`src/hw/rtl/lse_pkg.sv`:
```
// lse_pkg: shared types and codes for the LSB stego extractor.
// Used by the interfaces and all lse_* modules; no dependencies.
package lse_pkg;

  localparam int SAMPLE_W = 8;
  localparam int BYTE_W   = 8;
  localparam int LEN_W    = 32;
  localparam int NIB_W    = 4;
  localparam int KIND_W   = 2;
  localparam int BCNT_W   = 3;
  localparam int HIDX_W   = 2;

  localparam logic [KIND_W-1:0] KIND_LENGTH  = 2'd0;
  localparam logic [KIND_W-1:0] KIND_ID      = 2'd1;
  localparam logic [KIND_W-1:0] KIND_PAYLOAD = 2'd2;

  localparam logic [BCNT_W-1:0] BCNT_LAST = 3'd7;
  localparam logic [HIDX_W-1:0] HIDX_LAST = 2'd3;

  typedef enum logic [3:0] {
    PH_LENGTH  = 4'b0001,
    PH_ID      = 4'b0010,
    PH_PAYLOAD = 4'b0100,
    PH_DONE    = 4'b1000
  } phase_t;

  typedef struct packed {
    logic valid;
    logic lsb;
    logic sof;
  } smp_t;

  typedef struct packed {
    logic [KIND_W-1:0] kind;
    logic [BYTE_W-1:0] byte_value;
    logic [LEN_W-1:0]  payload_length;
    logic [NIB_W-1:0]  digit_high;
    logic [NIB_W-1:0]  digit_low;
    logic              last_payload;
  } res_t;

endpackage

```
`src/hw/rtl/lse_in_if.sv`:
```
// lse_in_if: cover sample channel (valid/ready plus sample word).
// Depends on lse_pkg.
interface lse_in_if import lse_pkg::*; ();
  logic                valid;
  logic                ready;
  logic [SAMPLE_W-1:0] cover_sample;
  logic                start_of_image;

  modport source(output valid, cover_sample, start_of_image, input ready);
  modport sink(input valid, cover_sample, start_of_image, output ready);
endinterface

```
`src/hw/rtl/lse_out_if.sv`:
```
// lse_out_if: extracted result channel (valid/ready plus result word).
// Depends on lse_pkg.
interface lse_out_if import lse_pkg::*; ();
  logic              valid;
  logic              ready;
  logic [KIND_W-1:0] kind;
  logic [BYTE_W-1:0] byte_value;
  logic [LEN_W-1:0]  payload_length;
  logic [NIB_W-1:0]  digit_high;
  logic [NIB_W-1:0]  digit_low;
  logic              last_payload;

  modport source(output valid, kind, byte_value, payload_length, digit_high,
                 digit_low, last_payload, input ready);
  modport sink(input valid, kind, byte_value, payload_length, digit_high,
               digit_low, last_payload, output ready);
endinterface

```
`src/hw/rtl/lse_in_stage.sv`:
```
// lse_in_stage: input register holding one sample lsb and restart flag.
// Depends on lse_pkg, lse_in_if.
module lse_in_stage import lse_pkg::*; (
  input  logic          clk,
  input  logic          rst_n,
  lse_in_if.sink        in_ch,
  input  logic          adv,
  output smp_t          smp
);

  logic smp_v_r, smp_v_nxt;
  logic lsb_r, sof_r;
  logic load;

  assign in_ch.ready = !smp_v_r || adv;
  assign load        = in_ch.valid && in_ch.ready;
  assign smp_v_nxt   = load || (smp_v_r && !adv);

  always_ff @(posedge clk) begin
    if (!rst_n) begin
      smp_v_r <= 1'b0;
    end else begin
      smp_v_r <= smp_v_nxt;
    end
  end

  always_ff @(posedge clk) begin
    if (load) begin
      lsb_r <= in_ch.cover_sample[0];
      sof_r <= in_ch.start_of_image;
    end
  end

  assign smp = '{valid: smp_v_r, lsb: lsb_r, sof: sof_r};

endmodule

```
`src/hw/rtl/lse_core.sv`:
```
// lse_core: extraction state (bit gather, header, payload count) and result logic.
// Depends on lse_pkg.
module lse_core import lse_pkg::*; (
  input  logic clk,
  input  logic rst_n,
  input  smp_t smp,
  input  logic out_free,
  output logic adv,
  output logic fire,
  output res_t res
);

  logic [BCNT_W-1:0] bit_count_r, bit_count_nxt;
  logic [BYTE_W-1:0] bit_shift_r, bit_shift_nxt;
  phase_t            phase_r, phase_nxt;
  logic [HIDX_W-1:0] hidx_r, hidx_nxt;
  logic [LEN_W-1:0]  len_acc_r, len_acc_nxt;
  logic [LEN_W-1:0]  remain_r, remain_nxt;

  logic [BCNT_W-1:0] bc_cur;
  logic [BYTE_W-1:0] bs_cur;
  phase_t            ph_cur;
  logic [HIDX_W-1:0] hi_cur;
  logic [LEN_W-1:0]  la_cur;
  logic [LEN_W-1:0]  rm_cur;
  logic [BYTE_W-1:0] byte_w;
  logic [LEN_W-1:0]  la_new;
  logic [LEN_W-1:0]  rm_dec;
  logic              produce;

  always_comb begin
    bc_cur = bit_count_r;
    bs_cur = bit_shift_r;
    ph_cur = phase_r;
    hi_cur = hidx_r;
    la_cur = len_acc_r;
    rm_cur = remain_r;
    if (smp.sof) begin
      bc_cur = '0;
      bs_cur = '0;
      ph_cur = PH_LENGTH;
      hi_cur = '0;
      la_cur = '0;
      rm_cur = '0;
    end

    byte_w = bs_cur | (BYTE_W'(smp.lsb) << bc_cur);
    la_new = la_cur | (LEN_W'(byte_w) << {hi_cur, 3'b000});
    rm_dec = rm_cur - LEN_W'(1);

    bit_count_nxt = bc_cur;
    bit_shift_nxt = bs_cur;
    phase_nxt     = ph_cur;
    hidx_nxt      = hi_cur;
    len_acc_nxt   = la_cur;
    remain_nxt    = rm_cur;
    produce       = 1'b0;
    res           = '{kind: KIND_LENGTH, byte_value: byte_w, payload_length: '0,
                      digit_high: '0, digit_low: '0, last_payload: 1'b0};

    if (ph_cur != PH_DONE) begin
      if (bc_cur != BCNT_LAST) begin
        bit_count_nxt = bc_cur + BCNT_W'(1);
        bit_shift_nxt = byte_w;
      end else begin
        bit_count_nxt = '0;
        bit_shift_nxt = '0;
        case (ph_cur)
          PH_LENGTH: begin
            len_acc_nxt = la_new;
            if (hi_cur != HIDX_LAST) begin
              hidx_nxt = hi_cur + HIDX_W'(1);
            end else begin
              hidx_nxt               = '0;
              remain_nxt             = la_new;
              phase_nxt              = PH_ID;
              produce                = 1'b1;
              res.kind               = KIND_LENGTH;
              res.payload_length     = la_new;
              res.last_payload       = (la_new == '0);
            end
          end
          PH_ID: begin
            produce        = 1'b1;
            res.kind       = KIND_ID;
            res.digit_high = byte_w[BYTE_W-1 -: NIB_W];
            res.digit_low  = byte_w[NIB_W-1:0];
            if (hi_cur != HIDX_LAST) begin
              hidx_nxt = hi_cur + HIDX_W'(1);
            end else begin
              hidx_nxt  = '0;
              phase_nxt = (rm_cur == '0) ? PH_DONE : PH_PAYLOAD;
            end
          end
          PH_PAYLOAD: begin
            produce    = 1'b1;
            res.kind   = KIND_PAYLOAD;
            remain_nxt = rm_dec;
            if (rm_dec == '0) begin
              res.last_payload = 1'b1;
              phase_nxt        = PH_DONE;
            end
          end
          default: begin
            phase_nxt = ph_cur;
          end
        endcase
      end
    end
  end

  assign adv  = smp.valid && (!produce || out_free);
  assign fire = adv && produce;

  always_ff @(posedge clk) begin
    if (!rst_n) begin
      bit_count_r <= '0;
      bit_shift_r <= '0;
      phase_r     <= PH_LENGTH;
      hidx_r      <= '0;
      len_acc_r   <= '0;
      remain_r    <= '0;
    end else if (adv) begin
      bit_count_r <= bit_count_nxt;
      bit_shift_r <= bit_shift_nxt;
      phase_r     <= phase_nxt;
      hidx_r      <= hidx_nxt;
      len_acc_r   <= len_acc_nxt;
      remain_r    <= remain_nxt;
    end
  end

endmodule

```
`src/hw/rtl/lse_out_reg.sv`:
```
// lse_out_reg: result register driving the output channel.
// Depends on lse_pkg, lse_out_if.
module lse_out_reg import lse_pkg::*; (
  input  logic      clk,
  input  logic      rst_n,
  input  logic      fire,
  input  res_t      res,
  output logic      out_free,
  lse_out_if.source out_ch
);

  logic out_v_r, out_v_nxt;
  res_t res_r;

  assign out_free  = !out_v_r || out_ch.ready;
  assign out_v_nxt = fire || (out_v_r && !out_ch.ready);

  always_ff @(posedge clk) begin
    if (!rst_n) begin
      out_v_r <= 1'b0;
    end else begin
      out_v_r <= out_v_nxt;
    end
  end

  always_ff @(posedge clk) begin
    if (fire) begin
      res_r <= res;
    end
  end

  assign out_ch.valid          = out_v_r;
  assign out_ch.kind           = res_r.kind;
  assign out_ch.byte_value     = res_r.byte_value;
  assign out_ch.payload_length = res_r.payload_length;
  assign out_ch.digit_high     = res_r.digit_high;
  assign out_ch.digit_low      = res_r.digit_low;
  assign out_ch.last_payload   = res_r.last_payload;

endmodule

```
`src/hw/rtl/lsb_stego_extractor.sv`:
```
// LSB stego extractor: takes one cover sample word per cycle, gathers sample lsbs
// into bytes, reports the 32-bit length, four ID bytes and then the payload bytes.
// A sample passes an input register and a result register from accept to result.
// One sample is taken every cycle unless stalled; a result comes at most every
// eighth sample, and in_ch.ready drops only while a sample that completes a byte
// waits for the result register to be drained. Depends on lse_pkg and lse_* files.
module lsb_stego_extractor import lse_pkg::*; (
  input  logic      clk,
  input  logic      rst_n,
  lse_in_if.sink    in_ch,
  lse_out_if.source out_ch
);

  smp_t smp;
  res_t res;
  logic adv;
  logic fire;
  logic out_free;

  lse_in_stage u_in (
    .clk   (clk),
    .rst_n (rst_n),
    .in_ch (in_ch),
    .adv   (adv),
    .smp   (smp)
  );

  lse_core u_core (
    .clk      (clk),
    .rst_n    (rst_n),
    .smp      (smp),
    .out_free (out_free),
    .adv      (adv),
    .fire     (fire),
    .res      (res)
  );

  lse_out_reg u_out (
    .clk      (clk),
    .rst_n    (rst_n),
    .fire     (fire),
    .res      (res),
    .out_free (out_free),
    .out_ch   (out_ch)
  );

  a_ready_only_stalls: assert property (@(posedge clk) disable iff (!rst_n)
    !in_ch.ready |-> (smp.valid && !out_free))
    else $error("input stalled without a held sample");

  a_fire_loads_out: assert property (@(posedge clk) disable iff (!rst_n)
    fire |=> out_ch.valid)
    else $error("result lost");

  a_kind_legal: assert property (@(posedge clk) disable iff (!rst_n)
    out_ch.valid |-> (out_ch.kind == KIND_LENGTH || out_ch.kind == KIND_ID ||
                      out_ch.kind == KIND_PAYLOAD))
    else $error("bad result kind");

  a_id_fields: assert property (@(posedge clk) disable iff (!rst_n)
    (out_ch.valid && out_ch.kind == KIND_ID) |->
      (!out_ch.last_payload && out_ch.payload_length == '0))
    else $error("id word carries length fields");

endmodule
```
`src/flat_wrapper.sv`:
```
// flat-port wrapper written by rule: the top's interface ports become plain ports
module lsb_stego_extractor_flat import lse_pkg::*;
  (clk, rst_n, in_ch_valid, in_ch_cover_sample, in_ch_start_of_image, in_ch_ready, out_ch_valid, out_ch_kind, out_ch_byte_value, out_ch_payload_length, out_ch_digit_high, out_ch_digit_low, out_ch_last_payload, out_ch_ready);
  lse_in_if in_ch_i ();
  lse_out_if out_ch_i ();
  input  logic clk;
  input  logic rst_n;
  input wire logic [$bits(in_ch_i.valid)-1:0] in_ch_valid;
  input wire logic [$bits(in_ch_i.cover_sample)-1:0] in_ch_cover_sample;
  input wire logic [$bits(in_ch_i.start_of_image)-1:0] in_ch_start_of_image;
  output wire logic [$bits(in_ch_i.ready)-1:0] in_ch_ready;
  output wire logic [$bits(out_ch_i.valid)-1:0] out_ch_valid;
  output wire logic [$bits(out_ch_i.kind)-1:0] out_ch_kind;
  output wire logic [$bits(out_ch_i.byte_value)-1:0] out_ch_byte_value;
  output wire logic [$bits(out_ch_i.payload_length)-1:0] out_ch_payload_length;
  output wire logic [$bits(out_ch_i.digit_high)-1:0] out_ch_digit_high;
  output wire logic [$bits(out_ch_i.digit_low)-1:0] out_ch_digit_low;
  output wire logic [$bits(out_ch_i.last_payload)-1:0] out_ch_last_payload;
  input wire logic [$bits(out_ch_i.ready)-1:0] out_ch_ready;
  assign in_ch_i.valid = in_ch_valid;
  assign in_ch_i.cover_sample = in_ch_cover_sample;
  assign in_ch_i.start_of_image = in_ch_start_of_image;
  assign in_ch_ready = in_ch_i.ready;
  assign out_ch_valid = out_ch_i.valid;
  assign out_ch_kind = out_ch_i.kind;
  assign out_ch_byte_value = out_ch_i.byte_value;
  assign out_ch_payload_length = out_ch_i.payload_length;
  assign out_ch_digit_high = out_ch_i.digit_high;
  assign out_ch_digit_low = out_ch_i.digit_low;
  assign out_ch_last_payload = out_ch_i.last_payload;
  assign out_ch_i.ready = out_ch_ready;
  lsb_stego_extractor u_core (.clk(clk), .rst_n(rst_n), .in_ch(in_ch_i), .out_ch(out_ch_i));
endmodule
```
`config.mk`:
```
export PLATFORM = sky130hd
export DESIGN_NAME = lsb_stego_extractor_flat
export DESIGN_NICKNAME = d
export VERILOG_FILES = /design/src/hw/rtl/lse_pkg.sv /design/src/hw/rtl/lse_in_if.sv /design/src/hw/rtl/lse_out_if.sv /design/src/hw/rtl/lse_in_stage.sv /design/src/hw/rtl/lse_core.sv /design/src/hw/rtl/lse_out_reg.sv /design/src/hw/rtl/lsb_stego_extractor.sv /design/src/flat_wrapper.sv
export SDC_FILE = /design/constraint.sdc
export NUM_CORES = 1
export LEC_CHECK = 0
export ABC_AREA = 1
export BUFFER_PORTS_ARGS = -buffer_cell sky130_fd_sc_hd__buf_2
export CAP_MARGIN = 20
export CELL_PAD_IN_SITES_DETAIL_PLACEMENT = 1
export CELL_PAD_IN_SITES_GLOBAL_PLACEMENT = 1
export CORE_ASPECT_RATIO = 0.5
export CORE_MARGIN = 4
export CORE_UTILIZATION = 45
export CTS_BUF_LIST = sky130_fd_sc_hd__clkbuf_4 sky130_fd_sc_hd__clkbuf_8
export CTS_CLUSTER_DIAMETER = 30
export DETAILED_ROUTE_END_ITERATION = 8
export MAX_ROUTING_LAYER = met4
export PLACE_DENSITY_LB_ADDON = 0.25
export SYNTH_ARGS = -nofsm -noshare
export SYNTH_HDL_FRONTEND = slang
export SYNTH_SLANG_ARGS = --single-unit
```
`constraint.sdc`:
```
create_clock -name clk -period 3.9 [get_ports clk]
set_clock_uncertainty 0.05 [all_clocks]
set_input_delay 0.195 -clock clk [delete_from_list [all_inputs] [get_ports clk]]
set_output_delay 0.195 -clock clk [all_outputs]
set_load 0.05 [all_outputs]
```
==> summary.md, run 1 <==
| Metric | Value |
|---|---|
| Crit path required time | `around 4.2 ns` |
| Most used flip-flop cell after synthesis | `dfxtp_1` |
| Layout cells sized above 1 | `between 10 and 15%` |
| Vias in the first global route | `between 9k and 10k` |
| Sequential power share | `a little under half` |
| Pwr dens | `between 300 and 400 nW/um^2` |
| Status | `finished clean` |
| Post-Syn Area per Cell | `a little under 7 um^2` |
| IO Count | `66` |
| Max VDD drop | `slightly below 0.2 mV` |
| Post-Syn Area | `8220 um^2` |
| Startpoint Class | `flip-flop` |
| Slew headroom | `between 30 and 40%` |
| Gr usage total | `between 30% and 40%` |
| CTS H-tree depth | `4` |
| Reg-to-reg endpoint | `u_core.u_core.remain_r[0]` |
| Most common library cell in the layout ignoring fill and taps | `nand2_1` |
| Worst Setup Slack, final | `between 0.2 and 0.3 ns` |
| RSZ-0062 raised after global routing | `no` |
| RePlAce Congestion | `between 0.9 and 1` |
| Max-Cap Viols | `0` |
| CTS tree | `built` |
| Hold depth | `3` |
| First-pass DRT Iterations | `6` |
| Crit-path slowest cell | `edfxtp_1` |
| Root buffer cell | `clkbuf_8` |
| Initial Utilization | `a little under half` |
| Most frequent cells in the layout | `nand2_1, nor2_1, o21ai_0, a21oi_1, inv_1` |
| Sum of negative setup slack | `0 ns` |
| Vias per cell | `slightly below 6` |
| Largest net degree at the start of global routing | `55` |
| Setup Slack @ Placement | `slightly above 0.4 ns` |
| Worst Hold Path EP | `u_core.u_core.bit_shift_r[4]` |
| First-pass GRT wire length | `50.8 mm` |
| Internal Power | `between 2 and 2.5 mW` |
| Initial antenna violation count | `4` |
| Drc violations | `0` |
| Final WL | `32.5 mm` |
| Post-synth EDFFs | `53` |
| Slew Limit Fails | `0` |
| Fillers | `2371` |
| Distinct cells, synth | `between 40 and 50` |
| Final HPWL DP | `~23 mm` |
| Area growth syn-to-layout | `11.9%` |
| Worst-Skew Late Latency | `0.47 ns` |
| Setup Fix Bufs, Post-CTS | `0` |
| Clock share of power | `33.6%` |
| Fin nets | `1291` |
| Iteration-0 DRC count of the detailed router | `approximately 860` |
| TritonCTS Buffers | `17` |
| Die width | `199 um` |
| Tcrit/Tclk final | `between 90% and 100%` |
| Worst R2R Path Depth | `13` |
| Routed Antenna Nets | `0` |
| Setup violations, final | `0` |
| Hold Path Origin | `rst_n` |
| Max Fclk | `about 270 MHz` |
| Synth Register Bits | `between 100 and 150` |
| Slew at the pin closest to its max-slew limit | `roughly 0.95 ns` |
| Critical-path cell list | `inv_4 > nand2_1 > inv_2 > ha_1 > ha_1 > inv_1 > nor2_1 > nand2_1 > nor2_1 > nand2_1 > o221ai_1 > nor3_1 > a211oi_1` |
| Buf+Inv Stages, Crit Path | `3` |
| Total die area | `20600 um^2` |
| Core footprint | `approximately 18000 um^2` |
| Die height | `just over 100 um` |
| Vias | `between 8k and 9k` |
| Most frequent CP cell | `nand2_1` |
| Yosys warning count | `0` |
| Psw | `1.18 mW` |
| Crit. End Element | `flip-flop` |
| WL/cell | `approximately 21 um` |
| Asr flop ratio synth | `0%` |
| CP Class | `reg2reg` |
| PortBufs | `58` |
| CP peak stage delay | `just under 0.7 ns` |
| Net Sw Frac | `about a third` |
| Max clock buf depth | `2` |
| Worst-path maximum fanout | `14` |
| Synthesized Nets | `~1.2k` |
| Num rows | `34` |
| Final Critical Period | `between 3 and 4 ns` |
| FF-to-FF Start | `u_core.u_in.sof_r` |
| Worst hold path type | `in2reg` |
| Power share of the combinational group | `about a fifth` |
| Hold Vio Cnt, Final | `0` |
| Flop-to-flop setup slack | `0.25 ns` |
| Leakage power | `3.90 nW` |
| Proportion of synthesized chip area in sequential cells | `approximately 40%` |
| Critical path arrival | `just under 4 ns` |
| Cells after Synth | `between 1k and 1.5k` |
| Gr ovfl total | `0` |
| Clock Sinks | `136` |
| Clk slew on worst S/H paths | `around 0.09 ns` |
| Cell family with most CP delay | `simple AND/OR/NAND/NOR gates` |
==> per-layer routing <==
metal	wire length, um	vias to the layer above	global-route usage (%)
met4	537	0	8.20
met2	14600	357	49.1
met3	2680	50	7.30
li1	-	4135	-
met5	0	-	-
met1	14700	4424	43.9
==> power groups by stage <==
stage / registers (mW) / logic, mW / clock network (mW)
6_report: 1.55 / 0.686 / 1.13
5_1_grt: 1.55 / 0.757 / 1.20
4_1_cts: 1.54 / 0.668 / 1.14
3_5_place_dp: 1.58 / 0.659 / 0
3_3_place_gp: 1.57 / 0.637 / 0
2_1_floorplan: 1.56 / 0.469 / 0
==> worst reg2reg max path, delay by kind of cell, from the launching register on <==
family / cells / cell delay (ns)
simple gates: 6 / 1.61
flops: 1 / 0.69
buf+inv: 3 / 0.52
fa+ha+maj: 2 / 0.36
compound gates: 2 / 0.29
==> area by class of cell <==
class                      count  area, um^2  share of cell area, %
multi-input combinational    902        4230                   46.0
antenna                        2        5.00                 0.0544
timing repair buffer          97         626                   6.80
inverter                     119         449                   4.88
clock inverter                11        76.3                  0.830
sequential                   136        3250                   35.4
tap                          234         293                   3.18
clock buffer                  21         270                   2.94
==> registers in the layout, indices dropped and copies added (netlist names), 2 cells and up <==
name,cells
u_core.u_core.len_acc_r,32
u_core.u_core.remain_r,32
u_core.u_out.out_ch.payload_length,32
u_core.u_core.bit_shift_r,8
u_core.u_out.out_ch.byte_value,8
u_core.u_core.phase_r,4
u_core.u_out.out_ch.digit_high,4
u_core.u_out.out_ch.digit_low,4
u_core.u_core.bit_count_r,3
u_core.u_core.hidx_r,2
u_core.u_out.out_ch.kind,2
==> synth_stat cells (3+ instances only) <==
cell type / n / area share (%)
clkbuf_1: 35 / 1.6
a21oi_2: 3 / 0.32
a31oi_1: 3 / 0.23
nor2_1: 168 / 7.7
buf_4: 3 / 0.27
o221ai_1: 6 / 0.64
o22ai_1: 13 / 0.99
nand4_1: 5 / 0.38
edfxtp_1: 53 / 19
a21oi_1: 123 / 7.5
o21ai_1: 10 / 0.61
buf_6: 5 / 0.68
a211oi_1: 10 / 0.91
nand2_2: 12 / 0.91
xor2_1: 6 / 0.64
nor3_1: 10 / 0.61
a22oi_1: 14 / 1.3
ha_1: 5 / 0.76
nand2_1: 308 / 14
dfxtp_1: 83 / 20
o21ai_0: 124 / 7.5
buf_2: 15 / 0.91
inv_1: 108 / 4.9
inv_2: 7 / 0.32
nand3_1: 49 / 3.0
o21ai_2: 5 / 0.53
nor2_2: 13 / 0.99
clkinv_1: 3 / 0.14
==> worst max path at each step <==
stage,from,end,slack [ns],depth (start not counted)
2_1_floorplan,u_core.u_in.sof_r,u_core.u_out.out_ch.byte_value[0],0.54,13
3_3_place_gp,u_core.u_in.sof_r,u_core.u_out.out_ch.payload_length[8],0.56,12
3_5_place_dp,u_core.u_in.sof_r,u_core.u_out.out_ch.payload_length[22],0.42,12
4_1_cts,u_core.u_in.sof_r,u_core.u_out.out_ch.digit_low[1],0.38,12
5_1_grt,u_core.u_in.sof_r,u_core.u_core.remain_r[0],0.03,13
6_report,u_core.u_in.sof_r,u_core.u_core.remain_r[0],0.25,13
==> kinds of logic (layout without fill, tap and decap cells) <==
logic type               count (synthesis)  count (layout)  synth area share, %
buffers and inverters                  179             248                 9.03
adder cells (fa/ha/maj)                  5               5                0.761
AO/OA/AOI/OAI                          317             317                 21.2
other                                    0               2                    0
XOR/XNOR                                 6               6                0.639
AND/OR/NAND/NOR                        574             574                 28.8
flip-flops                             136             136                 39.6
==> per-stage QoR <==
| stage | instance area [um^2] | hold slack (ns) | power, mW | util, % | std cells |
|---|---|---|---|---|---|
| detailed placement | 8760 | 0.328 | 2.23 | 49.6 | 1482 |
| global placement | 8760 | 0.325 | 2.21 | 49.6 | 1482 |
| finish | 9200 | 0.119 | 3.36 | 52.1 | 1522 |
| CTS | 9150 | 0.0964 | 3.35 | 51.8 | 1518 |
| floorplan | 8220 | 0.244 | 2.03 | - | 1217 |
| global route | 9200 | 0.122 | 3.50 | 52.1 | 1522 |
==> what timing repair did <==
| item | 4_1_cts | 5_1_grt |
|---|---|---|
| hold endpoints to repair | 5 | 0 |
| resized for setup | 0 | 0 |
| hold buffers | 4 | 0 |
No activity file was read; power rests on OpenSTA's default activity.
==> inputs of run 2 (changes only) <==
--- a/config.mk
+++ b/config.mk
@@ -17,7 +17,7 @@
 export CTS_CLUSTER_DIAMETER = 30
 export DETAILED_ROUTE_END_ITERATION = 8
 export MAX_ROUTING_LAYER = met4
-export PLACE_DENSITY_LB_ADDON = 0.25
+export PLACE_DENSITY = 0.91
 export SYNTH_ARGS = -nofsm -noshare
 export SYNTH_HDL_FRONTEND = slang
 export SYNTH_SLANG_ARGS = --single-unit
==> run 2 against run 1 <==
  * Flip-flop and latch count unchanged
  * Die area did not move
  * Core utilization increased by 0.21 points
  * Critical path depth unchanged
  * Worst hold slack worse by 0.099 ns
  * Combinational power is 0.7% lower
  * Largest power group unchanged
  * Critical path type unchanged
==> summary.md, run 2 (synthesized netlist as in run 1, its figures left out) <==
| Metric | Value |
|---|---|
| Fillers | `roughly 2.3k` |
| Max clock buf depth | `2` |
| Total die area | `approximately 21000 um^2` |
| Status | `finished clean` |
| RePlAce Congestion | `around 1` |
| Tcrit/Tclk final | `around nine tenths` |
| WL/cell | `between 20 and 25 um` |
| Flop-to-flop setup slack | `0.39 ns` |
| Die width | `between 150 and 200 um` |
| Initial Utilization | `46.6%` |
| Hold Vio Cnt, Final | `0` |
| Cell family with most CP delay | `simple AND/OR/NAND/NOR gates` |
| Leakage power | `a little under 4 nW` |
| Met2 usage | `between 50% and 60%` |
| Routed Antenna Nets | `0` |
| Gr ovfl total | `0` |
| TritonCTS Buffers | `17` |
| First-pass DRT Iterations | `5` |
| Vias | `a little over 9k` |
| Worst hold path type | `in2reg` |
| Crit. End Element | `flip-flop` |
| Drc violations | `0` |
| Most common library cell in the layout ignoring fill and taps | `nand2_1` |
| Slew headroom | `approximately two fifths` |
| Fin area | `slightly above 9000 um^2` |
| Most frequent CP cell | `nand2_1` |
| PortBufs | `slightly below 60` |
| GR Util met3 | `~8.4%` |
| Die height | `104 um` |
| Area growth syn-to-layout | `12.4%` |
| Final WL | `about 34 mm` |
| Final Non-Filler Cells | `approximately 1.5k` |
| Num rows | `34` |
| Vias per cell | `6.06` |
| First-pass GRT wire length | `51.6 mm` |
| Area after DPL | `between 8000 and 9000 um^2` |
| Initial antenna violation count | `8` |
| Clk slew on worst S/H paths | `0.10 ns` |
| Core footprint | `between 15000 and 20000 um^2` |
| Pwr dens | `378 nW/um^2` |
| Power share of the combinational group | `between 10% and 20%` |
| Final HPWL DP | `about 24 mm` |
| Buf+Inv Stages, Crit Path | `3` |
| Sequential power share | `between 40% and 50%` |
| GR met1 Demand/Resource | `a little over two fifths` |
| RSZ-0062 raised after global routing | `no` |
| Setup violations, final | `0` |
| Slew at the pin closest to its max-slew limit | `between 0.8 and 0.9 ns` |
| Largest net degree at the start of global routing | `53` |
| Startpoint Class | `flip-flop` |
| IO Count | `66` |
| Crit path required time | `between 4 and 5 ns` |
| Sum of negative setup slack | `0 ns` |
| Busiest layer in global routing | `met2` |
| CTS tree | `built` |
| Worst-Skew Late Latency | `between 0.4 and 0.5 ns` |
| Critical path arrival | `3.83 ns` |
| Clock share of power | `between 30% and 40%` |
| Layout cells sized above 1 | `between 10% and 20%` |
| CP Class | `reg2reg` |
| Worst-path maximum fanout | `33` |
| Net Sw Frac | `between 30% and 40%` |
| Dpl cells | `about 1.5k` |
| Root buffer cell | `clkbuf_8` |
| Max Fclk | `roughly 290 MHz` |
| CP peak stage delay | `0.55 ns` |
| Most frequent cells in the layout | `nand2_1, nor2_1, o21ai_0, a21oi_1, inv_1` |
| Max-Cap Viols | `0` |
| CTS H-tree depth | `4` |
| Gr usage total | `~33%` |
| Internal Power | `between 2 and 2.5 mW` |
| Psw | `about 1.2 mW` |
| Slew Limit Fails | `0` |
| Final Critical Period | `3.51 ns` |
| Critical-path cell list | `inv_4 > nand2_1 > inv_2 > ha_1 > ha_1 > inv_1 > nor2_1 > nand2_1 > nor2_1 > nand2_1 > o221ai_1 > nor3_1 > a211oi_1` |
| Fin nets | `around 1.3k` |
| Crit-path slowest cell | `edfxtp_1` |
| Iteration-0 DRC count of the detailed router | `slightly above 1k` |
| Vias in the first global route | `9160` |
| Clock Sinks | `between 100 and 150` |
| Max VDD drop | `roughly 0.20 mV` |
[run 2: cell types whose count changed in the layout (fill, tap and decap cells not counted)]
cell / delta
buf_16: -1
buf_8: +1
bufinv_16: +2
clkbuf_4: -2
clkinv_1: -1
clkinv_2: -1
clkinv_4: +1
diode_2: +2
dlygate4sd3_1: -1
inv_6: +1
[run 2: path summary, 6_finish.rpt]
kind	startpoint	endpoint	cells past startpoint
max	u_core.u_in.sof_r	u_core.u_core.remain_r[0]	13
min	out_ch_ready	u_core.u_out.out_ch.valid	4
max reg2reg	u_core.u_in.sof_r	u_core.u_core.remain_r[0]	13
min reg2reg	u_core.u_core.len_acc_r[27]	u_core.u_core.len_acc_r[27]	2
[run 2: cell type report]
cell class,instances,area [um^2],share of cell area (%)
tap,234,293,3.17
multi-input combinational,902,4230,45.8
antenna,4,10.0,0.108
sequential,136,3250,35.2
inverter,119,449,4.86
clock buffer,19,255,2.76
clock inverter,13,145,1.57
timing repair buffer,96,603,6.53
[run 2: through the flow]
| stage | utilization [%] | total power [mW] | hold WS (ns) | setup slack, ns |
|---|---|---|---|---|
| 6_report | 52.3 | 3.49 | 0.0203 | 0.392 |
| 4_1_cts | 52.1 | 3.47 | 0.0192 | 0.483 |
| 3_5_place_dp | 49.6 | 2.23 | 0.332 | 0.518 |
| 2_1_floorplan | - | 2.03 | 0.244 | 0.542 |
| 5_1_grt | 52.3 | 3.62 | 0.0529 | 0.250 |
| 3_3_place_gp | 49.6 | 2.20 | 0.322 | 0.603 |
[run 2: per-layer routing]
layer	share of wire, %	up-vias
li1	-	4154
met1	42	4522
met2	46	468
met3	10	85
met4	2.5	0
met5	0	-
[run 2: worst reg2reg max path, cell delays in order (launching register included)]
cell	delay, ns
edfxtp_1	0.55
inv_4	0.37
nand2_1	0.18
inv_2	0.11
ha_1	0.18
ha_1	0.24
inv_1	0.15
nor2_1	0.17
nand2_1	0.37
nor2_1	0.50
nand2_1	0.12
o221ai_1	0.12
nor3_1	0.07
a211oi_1	0.22
[run 2: timing repair]
item / 4_1_cts / 5_1_grt
buffers inserted: 0 / 0
resized for setup: 0 / 0
hold buffers: 3 / 0
endpoints found under the hold margin: 3 / 0
[run 2: power groups by stage]
stage	clock, mW	sequential [mW]	combinational, mW
global route	1.33	1.55	0.748
floorplan	0	1.56	0.469
global placement	0	1.57	0.626
finish	1.27	1.54	0.681
detailed placement	0	1.57	0.653
CTS	1.27	1.54	0.663
==> inputs of run 3 (changes only) <==
--- a/config.mk
+++ b/config.mk
@@ -15,9 +15,11 @@
 export CORE_UTILIZATION = 45
 export CTS_BUF_LIST = sky130_fd_sc_hd__clkbuf_4 sky130_fd_sc_hd__clkbuf_8
 export CTS_CLUSTER_DIAMETER = 30
+export CTS_CLUSTER_SIZE = 30
 export DETAILED_ROUTE_END_ITERATION = 8
 export MAX_ROUTING_LAYER = met4
-export PLACE_DENSITY = 0.91
+export PLACE_DENSITY = 0.9
 export SYNTH_ARGS = -nofsm -noshare
 export SYNTH_HDL_FRONTEND = slang
+export SYNTH_HIERARCHICAL = 1
 export SYNTH_SLANG_ARGS = --single-unit
==> run 3 against run 2 <==
  * Non-clock buffer count fell by 12
  * Worst hold slack gained 0.029 ns
  * Core utilization is 1.4 points lower
  * Synthesized cell count is 6.2% lower
  * Flip-flop and latch count is the same
  * Global-route usage down 2.6 points
  * Critical path depth is 1 lower
  * Final area decreased by 3.5%
  * Clock power shrank 8%
  * Wire length is 12% lower
  * Synthesized area shrank 1.9%
  * Largest cell class unchanged
  * Highest routed layer unchanged
==> summary.md, run 3 <==
| Metric | Value |
|---|---|
| First-pass DRT Iterations | `5` |
| Leakage power | `between 3 and 4 nW` |
| Final HPWL DP | `a little over 20 mm` |
| Sequential power share | `46.4%` |
| Gr ovfl total | `0` |
| Vias in the first global route | `between 8k and 9k` |
| Max Fclk | `around 270 MHz` |
| Largest net degree at the start of global routing | `between 50 and 60` |
| Status | `finished clean` |
| Pwr dens | `between 300 and 400 nW/um^2` |
| Num rows | `34` |
| Final core utilization | `51.0%` |
| Post-Syn Area | `just over 8000 um^2` |
| Clk slew on worst S/H paths | `roughly 0.090 ns` |
| Area after DPL | `about 8500 um^2` |
| Layout cells sized above 1 | `around 15%` |
| Synthesized Nets | `1159` |
| Fin nets | `1202` |
| Fin area | `approximately 9000 um^2` |
| Worst Setup Slack, final | `0.264 ns` |
| Root buffer cell | `clkbuf_8` |
| Sum of negative setup slack | `0 ns` |
| Most common library cell in the layout ignoring fill and taps | `nand2_1` |
| Max-Cap Viols | `0` |
| Yosys warning count | `6` |
| CTS tree | `built` |
| Most used flip-flop cell after synthesis | `dfxtp_1` |
| Critical path arrival | `between 3 and 4 ns` |
| Final Critical Period | `approximately 3.6 ns` |
| Iteration-0 DRC count of the detailed router | `a little under 800` |
| Psw | `~1.1 mW` |
| Crit path required time | `roughly 4.2 ns` |
| Drc violations | `0` |
| Most frequent cells in the layout | `nand2_1, nor2_1, a21oi_1, inv_1, o21ai_0` |
| Leading area contributor after synthesis | `dfxtp_1` |
| Die width | `just under 200 um` |
| Post-synth EDFFs | `between 50 and 60` |
| Die height | `~100 um` |
| Fillers | `between 2k and 2.5k` |
| Vias per cell | `between 5 and 6` |
| Max VDD drop | `0.200 mV` |
| Clock share of power | `between 30% and 40%` |
| RSZ-0062 raised after global routing | `no` |
| Power share of the combinational group | `18.2%` |
| Gr usage total | `approximately 30%` |
| Crit. End Element | `flip-flop` |
| IO Count | `66` |
| Synth Register Bits | `between 100 and 150` |
| Largest cells by area after synthesis | `dfxtp_1, edfxtp_1, nand2_1` |
| PortBufs | `58` |
| Initial Utilization | `between 40 and 50%` |
| Hold Vio Cnt, Final | `0` |
| TritonCTS Buffers | `17` |
| Post-Syn Area per Cell | `7.07 um^2` |
| Clock Sinks | `~140` |
| Worst-path maximum fanout | `31` |
| Initial antenna violation count | `0` |
| Commonest cells in the netlist | `nand2_1, nor2_1, a21oi_1` |
| Setup violations, final | `0` |
| Slew Limit Fails | `0` |
| WL/cell | `around 21 um` |
| Area growth syn-to-layout | `10.5%` |
| Slew at the pin closest to its max-slew limit | `approximately 0.73 ns` |
| Setup Slack @ Placement | `around 0.36 ns` |
| Cells after Synth | `1141` |
| Core footprint | `between 15000 and 20000 um^2` |
| CTS H-tree depth | `4` |
| Tcrit/Tclk final | `93.2%` |
| Net Sw Frac | `between 30% and 40%` |
| Asr flop ratio synth | `0%` |
| Total die area | `roughly 20000 um^2` |
| Vias | `approximately 8.6k` |
| Proportion of synthesized chip area in sequential cells | `approximately 40%` |
| CP Class | `reg2reg` |
| Setup Fix Bufs, Post-CTS | `0` |
| Yosys top cell area share | `between 20 and 25%` |
| Routed Antenna Nets | `0` |
| Max clock buf depth | `2` |
| Worst-Skew Late Latency | `roughly 0.46 ns` |
| Count leader, synth | `nand2_1` |
| Ant diodes | `0` |
| Crit-path slowest cell | `edfxtp_1` |
| Slew headroom | `between 50% and 60%` |
| Final WL | `approximately 30 mm` |
| Distinct cells, synth | `44` |
| Internal Power | `~2.2 mW` |
| First-pass GRT wire length | `46.3 mm` |
| Startpoint Class | `flip-flop` |
| Worst hold path type | `in2reg` |
| Critical-path cell list | `inv_6 > nand2_1 > inv_1 > ha_1 > ha_1 > buf_4 > inv_1 > a21oi_2 > nand2_1 > buf_4 > a31oi_1 > a21oi_1` |
| RePlAce Congestion | `between 0.9 and 1` |
| Flop-to-flop setup slack | `approximately 0.26 ns` |
| CP peak stage delay | `about 0.5 ns` |
-- run 3: changes by cell type in the layout (fill, tap and decap cells not counted), moves of 8 or more --
cell / delta
inv_1: -12
nor3_1: +14
a21oi_1: -19
a31oi_1: +10
nor2_1: -50
buf_4: -12
o21ai_0: -32
nand2_2: +8
nand2_1: -15
-- run 3: critical path: cells and delay by family (launching register included) --
family,cells,cell delay (ns)
compound gates,3,0.53
fa+ha+maj,2,0.37
buf+inv,5,1.50
flops,1,0.49
simple gates,2,0.56
-- run 3: metrics by stage --
stage,power (mW),instances,hold WS (ns)
final,3.31,1431,0.0491
after global routing,3.45,1431,0.0265
after CTS,3.31,1430,0.0199
after detailed placement,2.15,1394,0.333
after global placement,2.13,1394,0.323
after floorplan,2.00,1141,0.244
-- run 3: path summary, 6_finish.rpt --
| path | startpoint | endpoint | cells after the start |
|---|---|---|---|
| setup / recovery | u_core/u_in/sof_r | u_core/u_core/remain_r[3] | 12 |
| setup reg to reg | u_core/u_in/sof_r | u_core/u_core/remain_r[3] | 12 |
| hold / removal | rst_n | u_core/u_core/len_acc_r[2] | 3 |
| hold reg to reg | u_core/u_core/len_acc_r[19] | u_core/u_core/len_acc_r[19] | 2 |
-- run 3: final cells by class --
class                   instances  area [um^2]  share of cell area (%)
multi-input cells             838         4080                    45.8
flip-flops and latches        136         3250                    36.5
repair buffers                 84          508                    5.70
inverters                     107          407                    4.56
well taps                     234          293                    3.29
clock buffers                  19          249                    2.79
clock inverters                13          121                    1.36
-- run 3: repair_timing --
action / in CTS / in global routing
hold endpoints to repair: 4 / 0
hold buffers: 4 / 0
resized for setup: 0 / 0
-- run 3: cell families after synthesis --
group / share of synthesized area, %
adder cells (fa/ha/maj): 0.776
AND/OR/NAND/NOR: 29.1
AO/OA/AOI/OAI: 20.2
flip-flops: 40.3
XOR/XNOR: 0.543
buffers and inverters: 9.11
-- run 3: per-layer routing --
metal	GRT usage (%)	vias to the layer above	share of wire, %
met1	38.5	4280	44
met5	-	-	0
met2	47.8	319	46
li1	-	3891	-
met4	11.5	0	2.7
met3	6.99	64	7.4
-- run 3: power by group through the flow --
stage | Clock, mW | Combinational (mW) | Sequential, mW
after detailed placement | 0 | 0.577 | 1.57
after global routing | 1.25 | 0.658 | 1.54
after CTS | 1.19 | 0.588 | 1.54
after global placement | 0 | 0.560 | 1.57
final | 1.17 | 0.603 | 1.54
after floorplan | 0 | 0.439 | 1.56
